### src/rtl/lbfg_pkg.sv
// Shared types and constants of the load-based frequency governor.
// No dependencies; used by lbfg_usage, lbfg_select and the top level.
package lbfg_pkg;

  localparam int TABLE_DEPTH = 32;

  localparam int NUM_CNT   = 7;
  localparam int CNT_W     = 40;
  localparam int SUM_W     = 43;
  localparam int IDLE_SLOT = 3;
  localparam int FREQ_W    = 24;
  localparam int USAGE_W   = 7;
  localparam int TIDX_W    = 5;
  localparam int NSIZE_W   = 6;
  localparam int THR_W     = 7;

  localparam int USAGE_MAX = 100;
  localparam int LOW_RST   = 25;
  localparam int HIGH_RST  = 90;
  localparam int SEL_OFFSET = 15;
  localparam int SEL_SPAN   = 70;

  // floor(x/70) == (x*SEL_RECIP) >> RECIP_SHIFT for x < 43690
  localparam int RECIP_SHIFT = 21;
  localparam int SEL_RECIP   = (2 ** RECIP_SHIFT + SEL_SPAN - 1) / SEL_SPAN;
  localparam int RECIP_W     = 15;

  localparam int APB_AW = 5;
  localparam int APB_DW = 32;

  typedef enum logic {
    OP_WRITE  = 1'b0,
    OP_SAMPLE = 1'b1
  } opcode_t;

  typedef enum logic [2:0] {
    REG_TABLE_SIZE = 3'd0,
    REG_LOW_THR    = 3'd1,
    REG_HIGH_THR   = 3'd2,
    REG_STAT_EN    = 3'd3,
    REG_POLICY_EN  = 3'd4
  } reg_idx_t;

  typedef logic [NUM_CNT-1:0][CNT_W-1:0] cnt_vec_t;

  typedef struct packed {
    logic [NSIZE_W-1:0] table_size;
    logic [THR_W-1:0]   low_thr;
    logic [THR_W-1:0]   high_thr;
    logic               policy_en;
  } sel_cfg_t;

endpackage

### src/rtl/lbfg_ram.sv
// Generic simple dual-port RAM, one write port, one registered read port.
// No dependencies.
module lbfg_ram #(
  parameter int WIDTH = 8,
  parameter int DEPTH = 32
) (
  input  logic                     clk,
  input  logic                     we,
  input  logic [$clog2(DEPTH)-1:0] waddr,
  input  logic [WIDTH-1:0]         wdata,
  input  logic                     re,
  input  logic [$clog2(DEPTH)-1:0] raddr,
  output logic [WIDTH-1:0]         rdata
);

  logic [WIDTH-1:0] mem [DEPTH];

  always_ff @(posedge clk) begin
    if (we) begin
      mem[waddr] <= wdata;
    end
    if (re) begin
      rdata <= mem[raddr];
    end
  end

endmodule

### src/rtl/lbfg_usage.sv
// Usage unit: counter sum, deltas against previous sample, x100 and a
// short restoring divide with saturation. Depends on lbfg_pkg.
module lbfg_usage (
  input  logic                              clk,
  input  logic                              rst,
  input  logic                              start,
  input  logic                              sample_ok,
  input  lbfg_pkg::cnt_vec_t                counters,
  output logic                              done,
  output logic [lbfg_pkg::USAGE_W-1:0]      usage
);

  typedef enum logic [9:0] {
    U_IDLE  = 10'b0000000001,
    U_SUM   = 10'b0000000010,
    U_DELTA = 10'b0000000100,
    U_BUSY  = 10'b0000001000,
    U_MUL3  = 10'b0000010000,
    U_MUL25 = 10'b0000100000,
    U_SIGN  = 10'b0001000000,
    U_SAT   = 10'b0010000000,
    U_DIV   = 10'b0100000000,
    U_DONE  = 10'b1000000000
  } ustate_t;

  ustate_t state;

  lbfg_pkg::cnt_vec_t              cnt;
  logic                            ok;
  logic [2:0]                      k;
  logic [lbfg_pkg::SUM_W-1:0]      acc;
  logic [lbfg_pkg::SUM_W-1:0]      base_total;
  logic [lbfg_pkg::CNT_W-1:0]      base_idle;
  logic signed [43:0]              dt;
  logic signed [40:0]              di;
  logic signed [44:0]              busy;
  logic signed [46:0]              p3;
  logic signed [51:0]              num;
  logic [50:0]                     nmag;
  logic [43:0]                     dmag;
  logic [50:0]                     dsh;
  logic [50:0]                     rem;
  logic [6:0]                      qt;
  logic [2:0]                      bitn;
  logic                            trial_ok;
  logic [6:0]                      q_next;

  always_comb begin
    trial_ok = rem >= dsh;
    q_next = qt;
    if (trial_ok) begin
      q_next[bitn] = 1'b1;
    end
  end

  assign done = (state == U_DONE);

  always_ff @(posedge clk) begin
    if (rst) begin
      state      <= U_IDLE;
      base_total <= '0;
      base_idle  <= '0;
    end else begin
      unique case (state)
        U_IDLE: begin
          if (start) begin
            cnt   <= counters;
            ok    <= sample_ok;
            k     <= '0;
            acc   <= '0;
            state <= U_SUM;
          end
        end
        U_SUM: begin
          acc <= acc + lbfg_pkg::SUM_W'(cnt[k]);
          k   <= k + 3'd1;
          if (k == 3'(lbfg_pkg::NUM_CNT - 1)) begin
            state <= U_DELTA;
          end
        end
        U_DELTA: begin
          dt <= signed'({1'b0, acc}) - signed'({1'b0, base_total});
          di <= signed'({1'b0, cnt[lbfg_pkg::IDLE_SLOT]}) - signed'({1'b0, base_idle});
          if (!ok) begin
            usage <= '0;
            state <= U_DONE;
          end else begin
            state <= U_BUSY;
          end
        end
        U_BUSY: begin
          if (dt == '0) begin
            usage <= '0;
            state <= U_DONE;
          end else begin
            base_total <= acc;
            base_idle  <= cnt[lbfg_pkg::IDLE_SLOT];
            busy       <= 45'(dt) - 45'(di);
            state      <= U_MUL3;
          end
        end
        U_MUL3: begin
          p3    <= (47'(busy) <<< 1) + 47'(busy);
          state <= U_MUL25;
        end
        U_MUL25: begin
          // 100*b = 4*(8*(3*b) + b)
          num   <= ((52'(p3) <<< 3) + 52'(busy)) <<< 2;
          state <= U_SIGN;
        end
        U_SIGN: begin
          if (num == '0 || num[51] != dt[43]) begin
            usage <= '0;
            state <= U_DONE;
          end else begin
            nmag  <= num[51] ? 51'(-num) : 51'(num);
            dmag  <= dt[43] ? 44'(-dt) : 44'(dt);
            state <= U_SAT;
          end
        end
        U_SAT: begin
          if (nmag >= {dmag, 7'b0}) begin
            usage <= lbfg_pkg::USAGE_W'(lbfg_pkg::USAGE_MAX);
            state <= U_DONE;
          end else begin
            rem   <= nmag;
            dsh   <= {1'b0, dmag, 6'b0};
            qt    <= '0;
            bitn  <= 3'd6;
            state <= U_DIV;
          end
        end
        U_DIV: begin
          if (trial_ok) begin
            rem <= rem - dsh;
          end
          qt   <= q_next;
          dsh  <= dsh >> 1;
          bitn <= bitn - 3'd1;
          if (bitn == 3'd0) begin
            usage <= (q_next > 7'(lbfg_pkg::USAGE_MAX)) ?
                     lbfg_pkg::USAGE_W'(lbfg_pkg::USAGE_MAX) : q_next;
            state <= U_DONE;
          end
        end
        U_DONE: begin
          state <= U_IDLE;
        end
        default: begin
          state <= U_IDLE;
        end
      endcase
    end
  end

endmodule

### src/rtl/lbfg_select.sv
// Table entry selection from usage: three-stage pipeline with a constant
// reciprocal for the divide by 70. Depends on lbfg_pkg.
module lbfg_select #(
  parameter int TABLE_DEPTH = lbfg_pkg::TABLE_DEPTH
) (
  input  logic                             clk,
  input  logic                             rst,
  input  logic                             start,
  input  logic [lbfg_pkg::USAGE_W-1:0]     usage,
  input  lbfg_pkg::sel_cfg_t               cfg,
  output logic                             done,
  output logic [lbfg_pkg::NSIZE_W-1:0]     idx,
  output logic                             active
);

  localparam int NW = lbfg_pkg::NSIZE_W;

  logic [2:0]              vld;

  logic [NW-1:0]           n_sat;
  logic [NW-1:0]           nm1_c;
  logic signed [7:0]       u_off;
  logic signed [NW:0]      nm1_s;

  logic [NW-1:0]           nm1_0, nm1_1;
  logic                    lo_0, hi_0, act_0, lo_1, hi_1, act_1;
  logic signed [14:0]      prod;
  logic [13:0]             mag;
  logic                    neg;
  logic [28:0]             mq;

  logic [7:0]              q;
  logic signed [9:0]       t;
  logic [NW-1:0]           idx_c;

  always_comb begin
    n_sat = (int'(cfg.table_size) > TABLE_DEPTH) ? NW'(TABLE_DEPTH) : cfg.table_size;
    nm1_c = n_sat - NW'(1);
    u_off = signed'(8'(usage)) - 8'(lbfg_pkg::SEL_OFFSET);
    nm1_s = signed'({1'b0, nm1_c});
    mag   = prod[14] ? 14'(-prod) : 14'(prod);
  end

  always_comb begin
    q = mq[28:lbfg_pkg::RECIP_SHIFT];
    t = signed'(10'(nm1_1)) + (neg ? signed'(10'(q)) : -signed'(10'(q)));
    if (lo_1) begin
      idx_c = nm1_1;
    end else if (hi_1) begin
      idx_c = '0;
    end else if (t < 0) begin
      idx_c = '0;
    end else if (t > signed'(10'(nm1_1))) begin
      idx_c = nm1_1;
    end else begin
      idx_c = t[NW-1:0];
    end
  end

  always_ff @(posedge clk) begin
    if (rst) begin
      vld <= '0;
    end else begin
      vld <= {vld[1:0], start};
    end
  end

  always_ff @(posedge clk) begin
    if (start) begin
      nm1_0 <= nm1_c;
      lo_0  <= usage < cfg.low_thr;
      hi_0  <= usage > cfg.high_thr;
      act_0 <= cfg.policy_en && (n_sat != '0);
      prod  <= u_off * nm1_s;
    end
    if (vld[0]) begin
      nm1_1 <= nm1_0;
      lo_1  <= lo_0;
      hi_1  <= hi_0;
      act_1 <= act_0;
      neg   <= prod[14];
      mq    <= 29'(mag) * 29'(lbfg_pkg::SEL_RECIP);
    end
    if (vld[1]) begin
      idx    <= idx_c;
      active <= act_1;
    end
  end

  assign done = vld[2];

endmodule

### src/rtl/load_based_frequency_governor.sv
// Load-based frequency governor: one result per load sample, none per
// table write. A sample goes through the counter sum, the usage divide
// path, selection, the table read and the load of the output register;
// the usage path ends early when usage settles early. A table write is
// done on acceptance. Input is taken again once the output register is
// loaded, so one sample is in flight at a time. Synchronous reset, no clearing pass.
module load_based_frequency_governor #(
  parameter int TABLE_DEPTH = lbfg_pkg::TABLE_DEPTH
) (
  input  logic                              clk,
  input  logic                              rst,
  input  logic                              psel,
  input  logic                              penable,
  input  logic                              pwrite,
  input  logic [lbfg_pkg::APB_AW-1:0]       paddr,
  input  logic [lbfg_pkg::APB_DW-1:0]       pwdata,
  output logic [lbfg_pkg::APB_DW-1:0]       prdata,
  output logic                              pready,
  input  logic                              in_valid,
  output logic                              in_ready,
  input  logic                              opcode,
  input  logic [4:0]                        entry_index,
  input  logic [lbfg_pkg::FREQ_W-1:0]       entry_value,
  input  logic [lbfg_pkg::CNT_W-1:0]        user_ticks,
  input  logic [lbfg_pkg::CNT_W-1:0]        nice_ticks,
  input  logic [lbfg_pkg::CNT_W-1:0]        system_ticks,
  input  logic [lbfg_pkg::CNT_W-1:0]        idle_ticks,
  input  logic [lbfg_pkg::CNT_W-1:0]        iowait_ticks,
  input  logic [lbfg_pkg::CNT_W-1:0]        irq_ticks,
  input  logic [lbfg_pkg::CNT_W-1:0]        softirq_ticks,
  input  logic                              sample_valid,
  output logic                              out_valid,
  input  logic                              out_ready,
  output logic [lbfg_pkg::USAGE_W-1:0]      usage_percent,
  output logic [lbfg_pkg::TIDX_W-1:0]       target_index,
  output logic [lbfg_pkg::FREQ_W-1:0]       freq_khz,
  output logic                              set_request
);

  localparam int AW = $clog2(TABLE_DEPTH);

  typedef enum logic [3:0] {
    T_IDLE  = 4'b0001,
    T_USAGE = 4'b0010,
    T_SEL   = 4'b0100,
    T_OUT   = 4'b1000
  } tstate_t;

  tstate_t state;

  logic [lbfg_pkg::NSIZE_W-1:0] table_size;
  logic [lbfg_pkg::THR_W-1:0]   low_thr;
  logic [lbfg_pkg::THR_W-1:0]   high_thr;
  logic                         stat_en;
  logic                         policy_en;

  logic                         cfg_wr;
  lbfg_pkg::reg_idx_t           reg_sel;

  logic                         accept;
  logic                         is_sample;
  logic                         tbl_we;
  logic                         rd_en;
  logic [AW-1:0]                waddr;
  logic [AW-1:0]                raddr;
  logic [lbfg_pkg::FREQ_W-1:0]  rdata;

  lbfg_pkg::cnt_vec_t           counters;
  lbfg_pkg::sel_cfg_t           sel_cfg;

  logic                         u_done;
  logic [lbfg_pkg::USAGE_W-1:0] u_usage;
  logic                         sel_done;
  logic [lbfg_pkg::NSIZE_W-1:0] sel_idx;
  logic                         sel_act;

  logic [lbfg_pkg::FREQ_W-1:0]  last_freq;
  logic                         last_valid;
  logic                         out_load;
  logic [lbfg_pkg::FREQ_W-1:0]  freq_c;
  logic                         set_c;

  // configuration port
  assign pready  = 1'b1;
  assign cfg_wr  = psel && penable && pwrite;
  assign reg_sel = lbfg_pkg::reg_idx_t'(paddr[4:2]);

  always_ff @(posedge clk) begin
    if (rst) begin
      table_size <= '0;
      low_thr    <= lbfg_pkg::THR_W'(lbfg_pkg::LOW_RST);
      high_thr   <= lbfg_pkg::THR_W'(lbfg_pkg::HIGH_RST);
      stat_en    <= 1'b1;
      policy_en  <= 1'b1;
    end else if (cfg_wr) begin
      unique case (reg_sel)
        lbfg_pkg::REG_TABLE_SIZE: table_size <= pwdata[lbfg_pkg::NSIZE_W-1:0];
        lbfg_pkg::REG_LOW_THR:    low_thr    <= pwdata[lbfg_pkg::THR_W-1:0];
        lbfg_pkg::REG_HIGH_THR:   high_thr   <= pwdata[lbfg_pkg::THR_W-1:0];
        lbfg_pkg::REG_STAT_EN:    stat_en    <= pwdata[0];
        lbfg_pkg::REG_POLICY_EN:  policy_en  <= pwdata[0];
        default: ;
      endcase
    end
  end

  always_comb begin
    unique case (reg_sel)
      lbfg_pkg::REG_TABLE_SIZE: prdata = lbfg_pkg::APB_DW'(table_size);
      lbfg_pkg::REG_LOW_THR:    prdata = lbfg_pkg::APB_DW'(low_thr);
      lbfg_pkg::REG_HIGH_THR:   prdata = lbfg_pkg::APB_DW'(high_thr);
      lbfg_pkg::REG_STAT_EN:    prdata = lbfg_pkg::APB_DW'(stat_en);
      lbfg_pkg::REG_POLICY_EN:  prdata = lbfg_pkg::APB_DW'(policy_en);
      default:                  prdata = '0;
    endcase
  end

  // input transactions
  assign in_ready  = (state == T_IDLE);
  assign accept    = in_valid && in_ready;
  assign is_sample = (lbfg_pkg::opcode_t'(opcode) == lbfg_pkg::OP_SAMPLE);
  assign tbl_we    = accept && !is_sample && (int'(entry_index) < TABLE_DEPTH);
  assign waddr     = AW'(entry_index);
  assign rd_en     = (state == T_SEL) && sel_done;
  assign raddr     = AW'(sel_idx);

  assign counters = {softirq_ticks, irq_ticks, iowait_ticks, idle_ticks,
                     system_ticks, nice_ticks, user_ticks};

  assign sel_cfg = '{table_size: table_size, low_thr: low_thr,
                     high_thr: high_thr, policy_en: policy_en};

  lbfg_ram #(
    .WIDTH (lbfg_pkg::FREQ_W),
    .DEPTH (TABLE_DEPTH)
  ) u_table (
    .clk   (clk),
    .we    (tbl_we),
    .waddr (waddr),
    .wdata (entry_value),
    .re    (rd_en),
    .raddr (raddr),
    .rdata (rdata)
  );

  lbfg_usage u_usage_unit (
    .clk       (clk),
    .rst       (rst),
    .start     (accept && is_sample),
    .sample_ok (sample_valid && stat_en),
    .counters  (counters),
    .done      (u_done),
    .usage     (u_usage)
  );

  lbfg_select #(
    .TABLE_DEPTH (TABLE_DEPTH)
  ) u_select (
    .clk    (clk),
    .rst    (rst),
    .start  (u_done),
    .usage  (u_usage),
    .cfg    (sel_cfg),
    .done   (sel_done),
    .idx    (sel_idx),
    .active (sel_act)
  );

  // sequencer
  always_ff @(posedge clk) begin
    if (rst) begin
      state <= T_IDLE;
    end else begin
      unique case (state)
        T_IDLE:  if (accept && is_sample) state <= T_USAGE;
        T_USAGE: if (u_done) state <= T_SEL;
        T_SEL:   if (sel_done) state <= T_OUT;
        T_OUT:   if (out_load) state <= T_IDLE;
        default: state <= T_IDLE;
      endcase
    end
  end

  // output register
  assign out_load = (state == T_OUT) && (!out_valid || out_ready);
  assign freq_c   = sel_act ? rdata : '0;
  assign set_c    = sel_act && (!last_valid || rdata != last_freq);

  always_ff @(posedge clk) begin
    if (rst) begin
      out_valid  <= 1'b0;
      last_valid <= 1'b0;
      last_freq  <= '0;
    end else begin
      if (out_load) begin
        out_valid <= 1'b1;
      end else if (out_ready) begin
        out_valid <= 1'b0;
      end
      if (out_load && set_c) begin
        last_valid <= 1'b1;
        last_freq  <= rdata;
      end
    end
  end

  always_ff @(posedge clk) begin
    if (out_load) begin
      usage_percent <= u_usage;
      target_index  <= sel_act ? sel_idx[lbfg_pkg::TIDX_W-1:0] : '0;
      freq_khz      <= freq_c;
      set_request   <= set_c;
    end
  end

  a_usage_done_in_wait: assert property (@(posedge clk) disable iff (rst)
    u_done |-> state == T_USAGE)
    else $error("usage unit finished outside its wait state");

  a_sel_latency: assert property (@(posedge clk) disable iff (rst)
    sel_done |-> $past(u_done, 3))
    else $error("selection result without matching usage result");

  a_set_marks_applied: assert property (@(posedge clk) disable iff (rst)
    out_valid && set_request |-> last_valid)
    else $error("set request delivered without an applied frequency");

endmodule
### config.mk
export PLATFORM = sky130hd
export DESIGN_NAME = load_based_frequency_governor
export DESIGN_NICKNAME = d
export VERILOG_FILES = /design/src/rtl/lbfg_pkg.sv /design/src/rtl/lbfg_ram.sv /design/src/rtl/lbfg_usage.sv /design/src/rtl/lbfg_select.sv /design/src/rtl/load_based_frequency_governor.sv
export SDC_FILE = /design/constraint.sdc
export NUM_CORES = 2
export LEC_CHECK = 0
export ABC_AREA = 0
export BUFFER_PORTS_ARGS = -buffer_cell sky130_fd_sc_hd__buf_2
export CORE_ASPECT_RATIO = 1.2
export CORE_UTILIZATION = 56
export CTS_CLUSTER_SIZE = 40
export DETAILED_ROUTE_END_ITERATION = 7
export PLACE_DENSITY_LB_ADDON = 0.08
export SYNTH_ARGS = -nofsm -noshare
export SYNTH_HDL_FRONTEND = slang
export SYNTH_SLANG_ARGS = --single-unit
### constraint.sdc
create_clock -name clk -period 13.1 [get_ports clk]
set_clock_uncertainty 0.15 [all_clocks]
set_input_delay 0.655 -clock clk [delete_from_list [all_inputs] [get_ports clk]]
set_output_delay 0.655 -clock clk [all_outputs]
set_load 0.01 [all_outputs]
==> flow_metrics.tcl <==
set metrics [dict create \
    outcome "complete, no violations" \
    area_delta_synth_final_pct 14.48 \
    htree_levels 4 \
    nets 8411 \
    cts_root_buf "clkbuf_16" \
    tritoncts "yes" \
    fin_crit_ps 6687 \
    synth-edff-count 1642 \
    setup_viol 0 \
    routedWlPerCell_um 21.50 \
    synth_top_area_share_pct 54.85 \
    power_frac_comb_pct 9.5 \
    yosys_warnings 0 \
    grt_pass1_wl_um 321300 \
    crit_type "reg2reg" \
    dp_hpwl_um 142400 \
    syn_inst 6812 \
    maxCapViolations 0 \
    syn_area_per_cell_um2 13.20 \
    fp-row-count 160 \
    relSlewSlack_pct 26.32 \
    p_sw_share_pct 23.56 \
    dp_slack_ps 6405 \
    grtUsageMet2_pct 42.58 \
    antenna_found_initial 16 \
    synth_ff_type "edfxtp_1" \
    grt_use_met1_pct 35.62 \
    critical_path_depth 20 \
    synth.cell_area_mm2 0.08989 \
    leakage_uw 0.03784 \
    r2r-end "u_select.mq[28]" \
    clk_pin_slew_worst_paths_ps 60 \
    cp.required_ps 13500 \
    clkPwrFrac_pct 39.6 \
    fin_crit_sh_pct 51.04 \
    cpPeakStageDelay_ps 730 \
    irDropWorstVdd_mv 0.1252 \
    synth_seq_area_share_pct 58.15 \
    rr_worst_depth 20 \
    via_per_inst 5.801 \
    clock_latency_ps 830 \
    rr_startpoint "u_select.prod[0]" \
    power_density_mw_per_mm2 123.3 \
    synthArstFlopShare_pct 0 \
    postRouteAntennaNets 0 \
    startpoint_type "register" \
    grt_overflow 0 \
    critical_path.cell_chain "or3_1, o31ai_1, xor2_1, fa_1, inv_1, fa_1, fa_1, ha_1, ha_1, ha_1, a21o_1, a21o_1, a21o_1, a21o_1, a211o_1, o211a_1, o2111a_1, nor3b_1, o21ba_2, xnor2_1" \
    worstMarginPinSlew_ps 1105 \
    drtIter0Drc 4317 \
    synth-seq-cells 1790 \
    vias 56574 \
    rrSetupSlack_ps 6410 \
    internal_power_uw 9698 \
    final_hold_viol_count 0 \
    grt_setup_unrepaired "false" \
    ctsResizeCount 0 \
    dr.pass1.iters 5 \
    die_w_um 367.8 \
    numCtsBuffers 175 \
    numPortBuffers 373 \
    cp_slowest_cell "xor2_1" \
    synthTopCellsByArea "edfxtp_1, mux4_2, ha_1" \
    cp.buffers_inverters 1 \
    wirelength_um 209700 \
    finalWorstSetupSlack_ps 6413 \
    clkSinkCount 1790 \
    drive_gt1_share_pct 14.47 \
    start_util_pct 56.55 \
    clockBufferDepth 3 \
    synth_cell_type_count 84 \
    drc_errors 0 \
    crit_path_end_kind "register" \
    cp_max_fo 6 \
    synth.largest_area_cell "edfxtp_1" \
    met3_usage_pct 3.747 \
    p_seq_share_pct 50.9 \
    crit_top_cell "a21o_1" \
    grt_usage_pct 25.77 \
    grt.busiest_layer "met2" \
    grt_max_degree 194 \
    cp-endpoint "u_select.mq[28]" \
    core_mm2 0.1590 \
    cp-startpoint "u_select.prod[0]" \
    arrival_ps 7090 \
    setup_tns_ps 0 \
    fmax_mhz 149.6 \
    critPathTopFamily "adder cells" \
    grt_pass1_vias 56100 \
    routabilityCongestion 0.8792 \
    fp.dieArea_mm2 0.1621 \
    die_height_um 440.9 \
    finalMaxSlewViolations 0 \
    cts_setup_buffers 0 \
    synth_most_common_cell "edfxtp_1" \
    hp-class "in2reg" \
    power.switching_uw 2989 \
    ios 427 \
    synthTopCellsByCount "edfxtp_1, a21oi_1, nand2_1" \
]
==> metrics by stage <==
stage                     area, µm²  util (%)  cells  power (µW)  hold WS, ps
after global routing         102900     64.74   9748       13100        86.46
after CTS                    102900     64.73   9745       12760        46.77
after detailed placement      94230     59.28   9136        7693        254.5
after floorplan               89990         -   6836        7360        250.3
after global placement        94230     59.28   9136        7671        261.2
final                        102900     64.74   9752       12690        119.1
==> area by class of cell <==
cell class                      count  area [µm²]
Fill cell                       11741       56040
Sequential cell                  1790       52270
Clock buffer                      225        4771
Clock inverter                     96        1011
Tap cell                         2106        2635
Timing Repair Buffer              735        5349
Antenna cell                        7       17.52
Multi-Input combinational cell   4329       35120
Inverter                          464        1742
==> how the worst min path moves through the flow <==
stage                            startpoint           endpoint  slack (ps)  cells past startpoint
after CTS                      sample_valid    u_usage_unit.ok          50                      2
after detailed placement  u_select.nm1_0[1]  u_select.nm1_1[1]         250                      0
after global routing           sample_valid    u_usage_unit.ok          90                      2
after floorplan              u_select.act_0     u_select.act_1         250                      0
final                          sample_valid    u_usage_unit.ok         120                      2
after global placement        u_select.hi_0      u_select.hi_1         260                      0
==> layout by cell type, fill, tap and decap left out, drive strengths merged, types with 141 or more instances in the layout <==
cell type,netlist,final
nand2,483,483
inv,464,472
xnor2,295,295
mux4,281,281
ha,480,480
nor2,433,433
buf,67,447
dlygate4sd3,0,288
xor2,141,141
a21oi,486,486
dfxtp,148,148
edfxtp,1642,1642
a21o,220,220
clkbuf,186,225
o21ai,313,313
==> repair_timing <==
action	in CTS	in global routing
hold buffers	288	0
endpoints found under the hold margin	303	0
setup endpoints to repair	0	0
==> sequential cells by signal, indices dropped and copies added, names as in the netlist, 10 cells and up <==
register and count:
last_freq 24, u_usage_unit.dt 44, u_usage_unit.cnt 280, u_usage_unit.rem 51, u_usage_unit.dsh 50, u_table.rdata 24
u_usage_unit.state 10, u_usage_unit.nmag 49, u_usage_unit.base_idle 40, freq_khz 24, u_usage_unit.di 41, u_usage_unit.dmag 44
u_table.mem 768, u_select.prod 15, u_usage_unit.acc 43, u_usage_unit.num 50, u_usage_unit.busy 45, u_usage_unit.base_total 43
u_usage_unit.p3 47
==> power groups by stage <==
| stage | Sequential (µW) | Combinational [µW] | Clock (µW) |
|---|---|---|---|
| finish | 6460 | 1210 | 5020 |
| CTS | 6450 | 1190 | 5120 |
| global route | 6460 | 1320 | 5320 |
| detailed placement | 6570 | 1120 | 0 |
| global placement | 6570 | 1100 | 0 |
| floorplan | 6570 | 791 | 0 |
==> metal layers <==
metal,vias up,part of all wire (%)
met5,-,0.025
met4,10,2.6
met3,308,5.7
met2,1675,48
met1,27763,43
li1,26818,-
==> cells by family (layout without fill, tap and decap cells) <==
group | after synthesis | after routing | share of synthesized area (%)
AND/OR/NAND/NOR | 1473 | 1473 | 7.666
flip-flops | 1790 | 1790 | 58.15
XOR/XNOR | 436 | 436 | 4.248
buffers and inverters | 717 | 1520 | 3.121
AO/OA/AOI/OAI | 1442 | 1442 | 10.02
other | 2 | 33 | 0.008354
adder cells (fa/ha/maj) | 561 | 561 | 8.485
multiplexers | 391 | 391 | 8.302
No activity file was read; power rests on OpenSTA's default activity.
